File: src/hdl/cfsp_pkg.sv
// cfsp_pkg: shared types, constants and status codes of the serial frame parser
// no dependencies; imported by cfsp_crc, the top level and the checker
`default_nettype none

package cfsp_pkg;

    // payload store depth and derived widths
    localparam int MAX_PAYLOAD = 32;
    localparam int PTR_W       = (MAX_PAYLOAD > 1) ? $clog2(MAX_PAYLOAD) : 1;
    localparam int CNT_W       = 9;
    localparam int CMP_W       = CNT_W + 1;
    localparam int COUNT_MAX   = (1 << CNT_W) - 1;

    // frame layout
    localparam logic [7:0]  START_MARK  = 8'hAA;
    localparam int          HEAD_BYTES  = 4;
    localparam int          CHECK_BYTES = 2;
    localparam logic [15:0] CRC_INIT    = 16'hFFFF;
    localparam logic [15:0] POLY_RESET  = 16'hA001;

    // status codes
    localparam logic [2:0] ST_OK        = 3'd0;
    localparam logic [2:0] ST_TOO_SHORT = 3'd1;
    localparam logic [2:0] ST_BAD_START = 3'd2;
    localparam logic [2:0] ST_TOO_LONG  = 3'd3;
    localparam logic [2:0] ST_CRC_ERROR = 3'd4;

    // result kinds
    localparam logic KIND_STATUS  = 1'b0;
    localparam logic KIND_PAYLOAD = 1'b1;

    typedef struct packed {
        logic [7:0] rx_byte;
        logic       end_of_buffer;
    } t_in_item;

    typedef struct packed {
        logic       kind;
        logic [2:0] status;
        logic [7:0] dest_address;
        logic [7:0] src_address;
        logic [7:0] payload_length;
        logic [7:0] payload_byte;
        logic       run_last;
    } t_out_item;

endpackage

`default_nettype wire

File: src/hdl/cfsp_ram.sv
// cfsp_ram: generic single-write, single-read memory with registered read data
// no dependencies
`default_nettype none

module cfsp_ram #(
    parameter int WIDTH = 8,
    parameter int DEPTH = 32,
    localparam int AW   = (DEPTH > 1) ? $clog2(DEPTH) : 1
) (
    input  wire logic             i_clk,
    input  wire logic             i_wr_en,
    input  wire logic [AW-1:0]    i_wr_addr,
    input  wire logic [WIDTH-1:0] i_wr_data,
    input  wire logic [AW-1:0]    i_rd_addr,
    output logic      [WIDTH-1:0] o_rd_data
);

    logic [WIDTH-1:0] r_mem [DEPTH];
    logic [WIDTH-1:0] r_rd_data;

    always_ff @(posedge i_clk) begin
        if (i_wr_en) begin
            r_mem[i_wr_addr] <= i_wr_data;
        end
        r_rd_data <= r_mem[i_rd_addr];
    end

    assign o_rd_data = r_rd_data;

endmodule

`default_nettype wire

File: src/hdl/cfsp_crc.sv
// cfsp_crc: one-byte update of a reflected crc-16 with a programmable polynomial
// depends on cfsp_pkg
`default_nettype none

module cfsp_crc
    import cfsp_pkg::*;
(
    input  wire logic [15:0] i_crc,
    input  wire logic [7:0]  i_data,
    input  wire logic [15:0] i_poly,
    output logic      [15:0] o_crc
);

    always_comb begin
        logic [15:0] v_crc;
        v_crc = i_crc ^ {8'h00, i_data};
        // eight bit steps, lsb first
        for (int k = 0; k < 8; k++) begin
            if (v_crc[0]) begin
                v_crc = (v_crc >> 1) ^ i_poly;
            end else begin
                v_crc = v_crc >> 1;
            end
        end
        o_crc = v_crc;
    end

endmodule

`default_nettype wire

File: src/hdl/crc16_serial_frame_parser_unit.sv
// crc16_serial_frame_parser_unit: top level of the serial frame parser
// depends on cfsp_pkg, cfsp_crc and cfsp_ram
//
//  channel | direction | handshake               | payload
//  --------+-----------+-------------------------+---------------------------
//  in      | in        | i_in_valid / o_in_ready | i_in_item  (t_in_item)
//  out     | out       | o_out_valid/i_out_ready | o_out_item (t_out_item)
//  cfg     | in        | i_cfg_valid/o_cfg_ready | i_cfg_data (crc polynomial)
//
//  one byte transfer per cycle while a frame is received; the crc byte update
//  is a combinational eight-step unit, so the input side never stalls mid-frame
//  the byte marked end_of_buffer leads to the evaluation state, which loads the
//  status result; each payload byte then needs S_READ and S_LOAD (registered read)
//  synchronous active-low reset; the payload store is not cleared, a frame only
//  reads back entries it wrote itself
//  a stalled output holds its result; the input side is taken again once the
//  last result of the frame sits in the output register
`default_nettype none

module crc16_serial_frame_parser_unit
    import cfsp_pkg::*;
(
    input  wire logic      i_clk,
    input  wire logic      i_rst_n,
    // byte input
    input  wire logic      i_in_valid,
    output logic           o_in_ready,
    input  wire t_in_item  i_in_item,
    // result output
    output logic           o_out_valid,
    input  wire logic      i_out_ready,
    output t_out_item      o_out_item,
    // polynomial register write
    input  wire logic        i_cfg_valid,
    output logic             o_cfg_ready,
    input  wire logic [15:0] i_cfg_data
);

    // control states
    localparam logic [1:0] S_RX   = 2'd0;  // taking bytes
    localparam logic [1:0] S_EVAL = 2'd1;  // status decision
    localparam logic [1:0] S_READ = 2'd2;  // payload address to store
    localparam logic [1:0] S_LOAD = 2'd3;  // payload data to output register

    logic [1:0]       r_state, n_state;
    logic [CNT_W-1:0] r_count, n_count;
    logic [15:0]      r_crc, n_crc;
    logic             r_start_ok, n_start_ok;
    logic [7:0]       r_dest, n_dest;
    logic [7:0]       r_src, n_src;
    logic [7:0]       r_hlen, n_hlen;
    logic [15:0]      r_rx_crc, n_rx_crc;
    logic [PTR_W-1:0] r_rd_ptr, n_rd_ptr;
    logic [PTR_W-1:0] r_rd_end, n_rd_end;
    logic [15:0]      r_poly;
    logic             r_out_valid, n_out_valid;
    t_out_item        r_out, n_out;

    logic [15:0]      crc_next;
    logic             in_fire;
    logic             out_free;
    logic [CMP_W-1:0] idx_ext;
    logic [CMP_W-1:0] plen_ext;
    logic [CNT_W-1:0] pos;
    logic             ram_we;
    logic [7:0]       ram_rd_data;
    logic [2:0]       eval_status;

    assign in_fire  = i_in_valid && o_in_ready;
    assign out_free = !r_out_valid || i_out_ready;
    assign idx_ext  = {1'b0, r_count};
    assign plen_ext = {{(CMP_W-8){1'b0}}, r_hlen};
    assign pos      = r_count - CNT_W'(HEAD_BYTES);

    cfsp_crc u_crc (
        .i_crc  (r_crc),
        .i_data (i_in_item.rx_byte),
        .i_poly (r_poly),
        .o_crc  (crc_next)
    );

    // payload store, written at the byte position, read by the drain pointer
    cfsp_ram #(
        .WIDTH (8),
        .DEPTH (MAX_PAYLOAD)
    ) u_store (
        .i_clk     (i_clk),
        .i_wr_en   (ram_we),
        .i_wr_addr (pos[PTR_W-1:0]),
        .i_wr_data (i_in_item.rx_byte),
        .i_rd_addr (r_rd_ptr),
        .o_rd_data (ram_rd_data)
    );

    // status in checking order
    always_comb begin
        priority if (r_count < CNT_W'(HEAD_BYTES + CHECK_BYTES)) begin
            eval_status = ST_TOO_SHORT;
        end else if (!r_start_ok) begin
            eval_status = ST_BAD_START;
        end else if (idx_ext < CMP_W'(HEAD_BYTES + CHECK_BYTES) + plen_ext) begin
            eval_status = ST_TOO_SHORT;
        end else if (r_hlen > 8'(MAX_PAYLOAD)) begin
            eval_status = ST_TOO_LONG;
        end else if (r_rx_crc != r_crc) begin
            eval_status = ST_CRC_ERROR;
        end else begin
            eval_status = ST_OK;
        end
    end

    always_comb begin
        n_state     = r_state;
        n_count     = r_count;
        n_crc       = r_crc;
        n_start_ok  = r_start_ok;
        n_dest      = r_dest;
        n_src       = r_src;
        n_hlen      = r_hlen;
        n_rx_crc    = r_rx_crc;
        n_rd_ptr    = r_rd_ptr;
        n_rd_end    = r_rd_end;
        n_out_valid = r_out_valid && !i_out_ready;
        n_out       = r_out;
        ram_we      = 1'b0;

        unique case (r_state)
            S_RX: begin
                if (in_fire) begin
                    if (r_count == '0) begin
                        n_start_ok = (i_in_item.rx_byte == START_MARK);
                    end else if (r_count < CNT_W'(HEAD_BYTES)) begin
                        // header bytes enter the crc
                        if (r_count == CNT_W'(1)) begin
                            n_dest = i_in_item.rx_byte;
                        end else if (r_count == CNT_W'(2)) begin
                            n_src = i_in_item.rx_byte;
                        end else begin
                            n_hlen = i_in_item.rx_byte;
                        end
                        n_crc = crc_next;
                    end else if (idx_ext < CMP_W'(HEAD_BYTES) + plen_ext) begin
                        // payload byte, stored while it fits
                        ram_we = (r_count < CNT_W'(HEAD_BYTES + MAX_PAYLOAD));
                        n_crc  = crc_next;
                    end else if (idx_ext == CMP_W'(HEAD_BYTES) + plen_ext) begin
                        n_rx_crc[15:8] = i_in_item.rx_byte;
                    end else if (idx_ext == CMP_W'(HEAD_BYTES + 1) + plen_ext) begin
                        n_rx_crc[7:0] = i_in_item.rx_byte;
                    end
                    // saturating byte counter
                    if (r_count != CNT_W'(COUNT_MAX)) begin
                        n_count = r_count + CNT_W'(1);
                    end
                    if (i_in_item.end_of_buffer) begin
                        n_state = S_EVAL;
                    end
                end
            end
            S_EVAL: begin
                if (out_free) begin
                    n_out_valid          = 1'b1;
                    n_out.kind           = KIND_STATUS;
                    n_out.status         = eval_status;
                    n_out.payload_byte   = 8'h00;
                    if (eval_status == ST_OK) begin
                        n_out.dest_address   = r_dest;
                        n_out.src_address    = r_src;
                        n_out.payload_length = r_hlen;
                        n_out.run_last       = (r_hlen == 8'h00);
                    end else begin
                        n_out.dest_address   = 8'h00;
                        n_out.src_address    = 8'h00;
                        n_out.payload_length = 8'h00;
                        n_out.run_last       = 1'b1;
                    end
                    // drain setup; ok implies the length fits the store
                    n_rd_ptr = '0;
                    n_rd_end = PTR_W'(r_hlen - 8'd1);
                    if (eval_status == ST_OK && r_hlen != 8'h00) begin
                        n_state = S_READ;
                    end else begin
                        n_state = S_RX;
                    end
                    // frame state back to reset values
                    n_count    = '0;
                    n_crc      = CRC_INIT;
                    n_start_ok = 1'b0;
                    n_dest     = 8'h00;
                    n_src      = 8'h00;
                    n_hlen     = 8'h00;
                    n_rx_crc   = 16'h0000;
                end
            end
            S_READ: begin
                n_state = S_LOAD;
            end
            S_LOAD: begin
                // read address is held, so the store output stays valid under stall
                if (out_free) begin
                    n_out_valid          = 1'b1;
                    n_out.kind           = KIND_PAYLOAD;
                    n_out.status         = ST_OK;
                    n_out.dest_address   = 8'h00;
                    n_out.src_address    = 8'h00;
                    n_out.payload_length = 8'h00;
                    n_out.payload_byte   = ram_rd_data;
                    n_out.run_last       = (r_rd_ptr == r_rd_end);
                    if (r_rd_ptr == r_rd_end) begin
                        n_state = S_RX;
                    end else begin
                        n_rd_ptr = r_rd_ptr + PTR_W'(1);
                        n_state  = S_READ;
                    end
                end
            end
            default: begin
                n_state = S_RX;
            end
        endcase
    end

    always_ff @(posedge i_clk) begin
        if (!i_rst_n) begin
            r_state     <= S_RX;
            r_count     <= '0;
            r_crc       <= CRC_INIT;
            r_start_ok  <= 1'b0;
            r_dest      <= 8'h00;
            r_src       <= 8'h00;
            r_hlen      <= 8'h00;
            r_rx_crc    <= 16'h0000;
            r_rd_ptr    <= '0;
            r_rd_end    <= '0;
            r_out_valid <= 1'b0;
            r_poly      <= POLY_RESET;
        end else begin
            r_state     <= n_state;
            r_count     <= n_count;
            r_crc       <= n_crc;
            r_start_ok  <= n_start_ok;
            r_dest      <= n_dest;
            r_src       <= n_src;
            r_hlen      <= n_hlen;
            r_rx_crc    <= n_rx_crc;
            r_rd_ptr    <= n_rd_ptr;
            r_rd_end    <= n_rd_end;
            r_out_valid <= n_out_valid;
            if (i_cfg_valid) begin
                r_poly <= i_cfg_data;
            end
        end
    end

    // result payload register
    always_ff @(posedge i_clk) begin
        r_out <= n_out;
    end

    assign o_in_ready  = (r_state == S_RX);
    assign o_out_valid = r_out_valid;
    assign o_out_item  = r_out;
    assign o_cfg_ready = 1'b1;

endmodule

`default_nettype wire

File: config.mk
export PLATFORM = sky130hd
export DESIGN_NAME = crc16_serial_frame_parser_unit
export DESIGN_NICKNAME = d
export VERILOG_FILES = /design/src/hdl/cfsp_pkg.sv /design/src/hdl/cfsp_ram.sv /design/src/hdl/cfsp_crc.sv /design/src/hdl/crc16_serial_frame_parser_unit.sv
export SDC_FILE = /design/constraint.sdc
export NUM_CORES = 1
export LEC_CHECK = 0
export ABC_AREA = 1
export BUFFER_PORTS_ARGS = -buffer_cell sky130_fd_sc_hd__buf_2
export CORE_MARGIN = 4
export CORE_UTILIZATION = 60
export CTS_CLUSTER_DIAMETER = 150
export DETAILED_ROUTE_END_ITERATION = 8
export GPL_ROUTABILITY_DRIVEN = 0
export HOLD_SLACK_MARGIN = 0.08
export PLACE_DENSITY = 0.79
export SLEW_MARGIN = 20
export SYNTH_ARGS = -nofsm -noshare
export SYNTH_HDL_FRONTEND = slang
export SYNTH_SLANG_ARGS = --single-unit
File: constraint.sdc
create_clock -name i_clk -period 9.65 [get_ports i_clk]
set_input_delay 1.4475 -clock i_clk [delete_from_list [all_inputs] [get_ports i_clk]]
set_output_delay 1.4475 -clock i_clk [all_outputs]
set_load 0.05 [all_outputs]
==> flow_summary.json <==
{
  "clock_latency_ps": 550,
  "buffer_ports.inserted": 68,
  "num_io_pins": 70,
  "cts_tree": "done",
  "r2r_start": "r_poly[0]",
  "setup_tns_final_ps": 0,
  "antennaDiodeCount": 0,
  "avgViaCountPerCell": 5.88,
  "via_count_of_the_first_global_routing_pass": 14300,
  "finalMaxSlewViolations": 0,
  "yosys_top_cell_by_area": "sky130_fd_sc_hd__edfxtp_1",
  "worst_case_hold_path_end_point": "r_src[0]",
  "synth_sequential_area_ratio_pct": 56.9,
  "min_from": "r_src[0]",
  "clockBufferDepth": 3,
  "fp.dieArea_um2": 34700,
  "power_leakage_nw": 8.10,
  "grt_setup_unrepaired": "no",
  "timing.critical_path.from_type": "input port",
  "fmax_mhz": 180,
  "finalWirelength_mm": 49.0,
  "root_buffer": "sky130_fd_sc_hd__clkbuf_16",
  "design.core.area_um2": 31500,
  "total_power_w": 0.00464,
  "ys_top_cells_by_area": "sky130_fd_sc_hd__edfxtp_1, sky130_fd_sc_hd__dfxtp_1, sky130_fd_sc_hd__nand2_1, sky130_fd_sc_hd__o21ai_0, sky130_fd_sc_hd__nor2_1",
  "timing.slew.headroom_pct": 30.7,
  "cp_data_required_time_ps": 10090,
  "cts.clk_slew.worst_paths_ps": 60,
  "worstSetupEndpointType": "flip-flop",
  "drc": 0,
  "peakVddDrop_v": 0.000168,
  "post_synth.cell_area_avg_um2": 9.16,
  "postSynth.asyncResetShare_pct": 0,
  "initial_core_util_pct": 60.6,
  "synthDominantCellAreaShare_pct": 46.1,
  "crit_arrival_ps": 5990,
  "regToRegEndpoint": "r_crc[1]",
  "pin_count_of_the_biggest_net_entering_global_routing": 103,
  "number_of_hold_slack_violations_in_the_final_timing_report": 0,
  "setup.worst_path.start": "i_in_item[1]",
  "die-height_um": 186,
  "report.final.setup_viol": 0,
  "p_per_area_nw_per_um2": 223,
  "yosysWarnings": 0,
  "worst_hold_path_type": "reg -> reg",
  "drtPass1Iterations": 6,
  "period_utilization_pct": 57.4,
  "r2r.worst_path.cells": 23,
  "grt_antenna_before_repair": 0,
  "final_period_minus_worst_setup_slack_ps": 5540,
  "ys.flop_type": "sky130_fd_sc_hd__edfxtp_1",
  "post-synth-top-count-cell": "sky130_fd_sc_hd__nand2_1",
  "iter_0_drt_violations": 1761,
  "tightest_slew_ps": 1040,
  "hpwlAfterDp_mm": 31.6,
  "grtUsageTotal_pct": 27.8,
  "ctsHoldBuffers": 0,
  "vias": 14900,
  "timing_worst_setup_path_type": "in -> reg",
  "post-cts-setup-buffer-count": 0,
  "status": "complete, no violations",
  "ff2ff_setup_slack_ps": 5040,
  "timing.critical_path.fanout_max": 36,
  "first_pass_grt_wire_length_mm": 78.3,
  "cts_inserted_buffers": 40,
  "synthTopCellsByCount": "sky130_fd_sc_hd__nand2_1, sky130_fd_sc_hd__edfxtp_1, sky130_fd_sc_hd__nor2_1",
  "mappedNetlistArea_um2": 19100,
  "globalRoute.totalOverflow": 0,
  "route.antenna.remaining_nets": 0,
  "synthToLayoutAreaGrowth_pct": 9.29,
  "timing.max_cap.violations": 0,
  "final_layout_size_suffix_gt1_share_pct": 8.09,
  "synth.lib_cells_used.distinct": 44,
  "yosys_register_bits": 396,
  "clock_tree.htree_level_count": 2,
  "detail_route.wl_per_cell_um": 19.4,
  "rows": 65,
  "post_synth_inst_count": 2084,
  "post_cts_resize_count": 0,
  "holdPathStages": 2,
  "finClkSkew_ps": 21.7,
  "design.final.nets": 2160,
  "die-width_um": 186,
  "clock_sinks": 396,
  "number_of_flops_mapped_to_enable_cells_by_yosys": 293
}
==> worst max-delay path: stages <==
cell and delay, ps:
sky130_fd_sc_hd__buf_2 490, sky130_fd_sc_hd__inv_1 200, sky130_fd_sc_hd__nand2_1 120, sky130_fd_sc_hd__nand2_2 170
sky130_fd_sc_hd__nand3_2 140, sky130_fd_sc_hd__nand2_1 280, sky130_fd_sc_hd__inv_2 200, sky130_fd_sc_hd__nand3_1 100
sky130_fd_sc_hd__nand2_1 120, sky130_fd_sc_hd__nand3_1 70, sky130_fd_sc_hd__nand2_1 100, sky130_fd_sc_hd__inv_1 40
sky130_fd_sc_hd__nand2_1 260, sky130_fd_sc_hd__nand3_1 210, sky130_fd_sc_hd__nand2_2 270, sky130_fd_sc_hd__inv_2 70
sky130_fd_sc_hd__nor2_4 290, sky130_fd_sc_hd__nand3_2 160, sky130_fd_sc_hd__nand2_2 410, sky130_fd_sc_hd__nand2_1 100
sky130_fd_sc_hd__nand2_1 150, sky130_fd_sc_hd__nand2_4 190, sky130_fd_sc_hd__nand3_1 160, sky130_fd_sc_hd__nand3_1 90
sky130_fd_sc_hd__nand2_1 70, sky130_fd_sc_hd__nand2_1 40
==> cell type report <==
type | count | area (um2)
Clock buffer | 52 | 1090
Clock inverter | 22 | 239
Fill cell | 2360 | 10600
Inverter | 201 | 756
Multi-Input combinational cell | 1377 | 6990
Sequential cell | 396 | 10900
Tap cell | 402 | 503
Timing Repair Buffer | 79 | 423
==> per-stage QoR <==
step / utilization [%] / setup slack [ps] / hold WS, ps / instance area, um2 / cells
2_1_floorplan: - / 5370 / 430 / 19100 / 2085
3_3_place_gp: 62.1 / 3910 / 444 / 19500 / 2455
3_5_place_dp: 62.1 / 3660 / 451 / 19500 / 2455
4_1_cts: 66.3 / 4220 / 461 / 20900 / 2529
5_1_grt: 66.3 / 3620 / 478 / 20900 / 2529
6_report: 66.3 / 4110 / 462 / 20900 / 2529
==> flip-flops by register name (all words and copies together) (netlist names), 8 cells and up <==
name,flops
r_crc,16
u_store.o_rd_data,8
r_count,9
r_hlen,8
r_src,8
r_dest,8
u_store.r_mem,256
r_poly,16
r_rx_crc,16
o_out_item,37
==> metal layers <==
metal | GRT usage, % | part of all wire, %
met2 | 45.1 | 47
met4 | 9.13 | 3.3
met5 | 0 | 0
met3 | 4.55 | 9.5
met1 | 38.7 | 40
==> cells in the final DEF (no fill, tap or decap), types with 9 or more instances in the layout <==
| cell | count |
|---|---|
| sky130_fd_sc_hd__buf_2 | 68 |
| sky130_fd_sc_hd__clkbuf_16 | 41 |
| sky130_fd_sc_hd__inv_2 | 10 |
| sky130_fd_sc_hd__o21ai_0 | 214 |
| sky130_fd_sc_hd__nor2_1 | 281 |
| sky130_fd_sc_hd__nand3_1 | 134 |
| sky130_fd_sc_hd__ha_1 | 35 |
| sky130_fd_sc_hd__o22ai_1 | 45 |
| sky130_fd_sc_hd__o221ai_1 | 23 |
| sky130_fd_sc_hd__clkinv_1 | 11 |
| sky130_fd_sc_hd__xnor2_1 | 40 |
| sky130_fd_sc_hd__clkbuf_1 | 9 |
| sky130_fd_sc_hd__a21oi_1 | 99 |
| sky130_fd_sc_hd__nand2_1 | 362 |
| sky130_fd_sc_hd__o211ai_1 | 9 |
| sky130_fd_sc_hd__inv_1 | 187 |
| sky130_fd_sc_hd__nand4_1 | 24 |
| sky130_fd_sc_hd__buf_4 | 11 |
| sky130_fd_sc_hd__nor3_1 | 12 |
| sky130_fd_sc_hd__edfxtp_1 | 293 |
| sky130_fd_sc_hd__dfxtp_1 | 101 |
| sky130_fd_sc_hd__xor2_1 | 43 |
==> how the worst max path moves through the flow <==
stage	to	slack (ps)	depth (start not counted)
3_3_place_gp	r_crc[12]	3910	26
2_1_floorplan	r_rd_ptr[4]	5370	7
5_1_grt	r_crc[10]	3620	26
4_1_cts	r_crc[1]	4220	26
3_5_place_dp	r_crc[1]	3660	26
6_report	r_crc[1]	4110	26
==> cell families after synthesis <==
kind of cell	after synthesis	synth area share [%]
and+or+nand+nor	844	18.5
AOI/OAI and AO/OA	412	11.9
DFF	396	56.9
buffers and inverters	312	6.56
xor gates and xnor gates	83	3.81
adders and majority gates	35	2.29
other	2	0.0393
==> power breakdown <==
group | total, W | leakage (nW) | internal, W | switching (W)
registers | 0.00194 | 3.49 | 0.00187 | 0.0000731
logic | 0.00114 | 3.97 | 0.000353 | 0.000784
clock network | 0.00156 | 0.646 | 0.000911 | 0.000652
No activity file was read; power rests on OpenSTA's default activity.
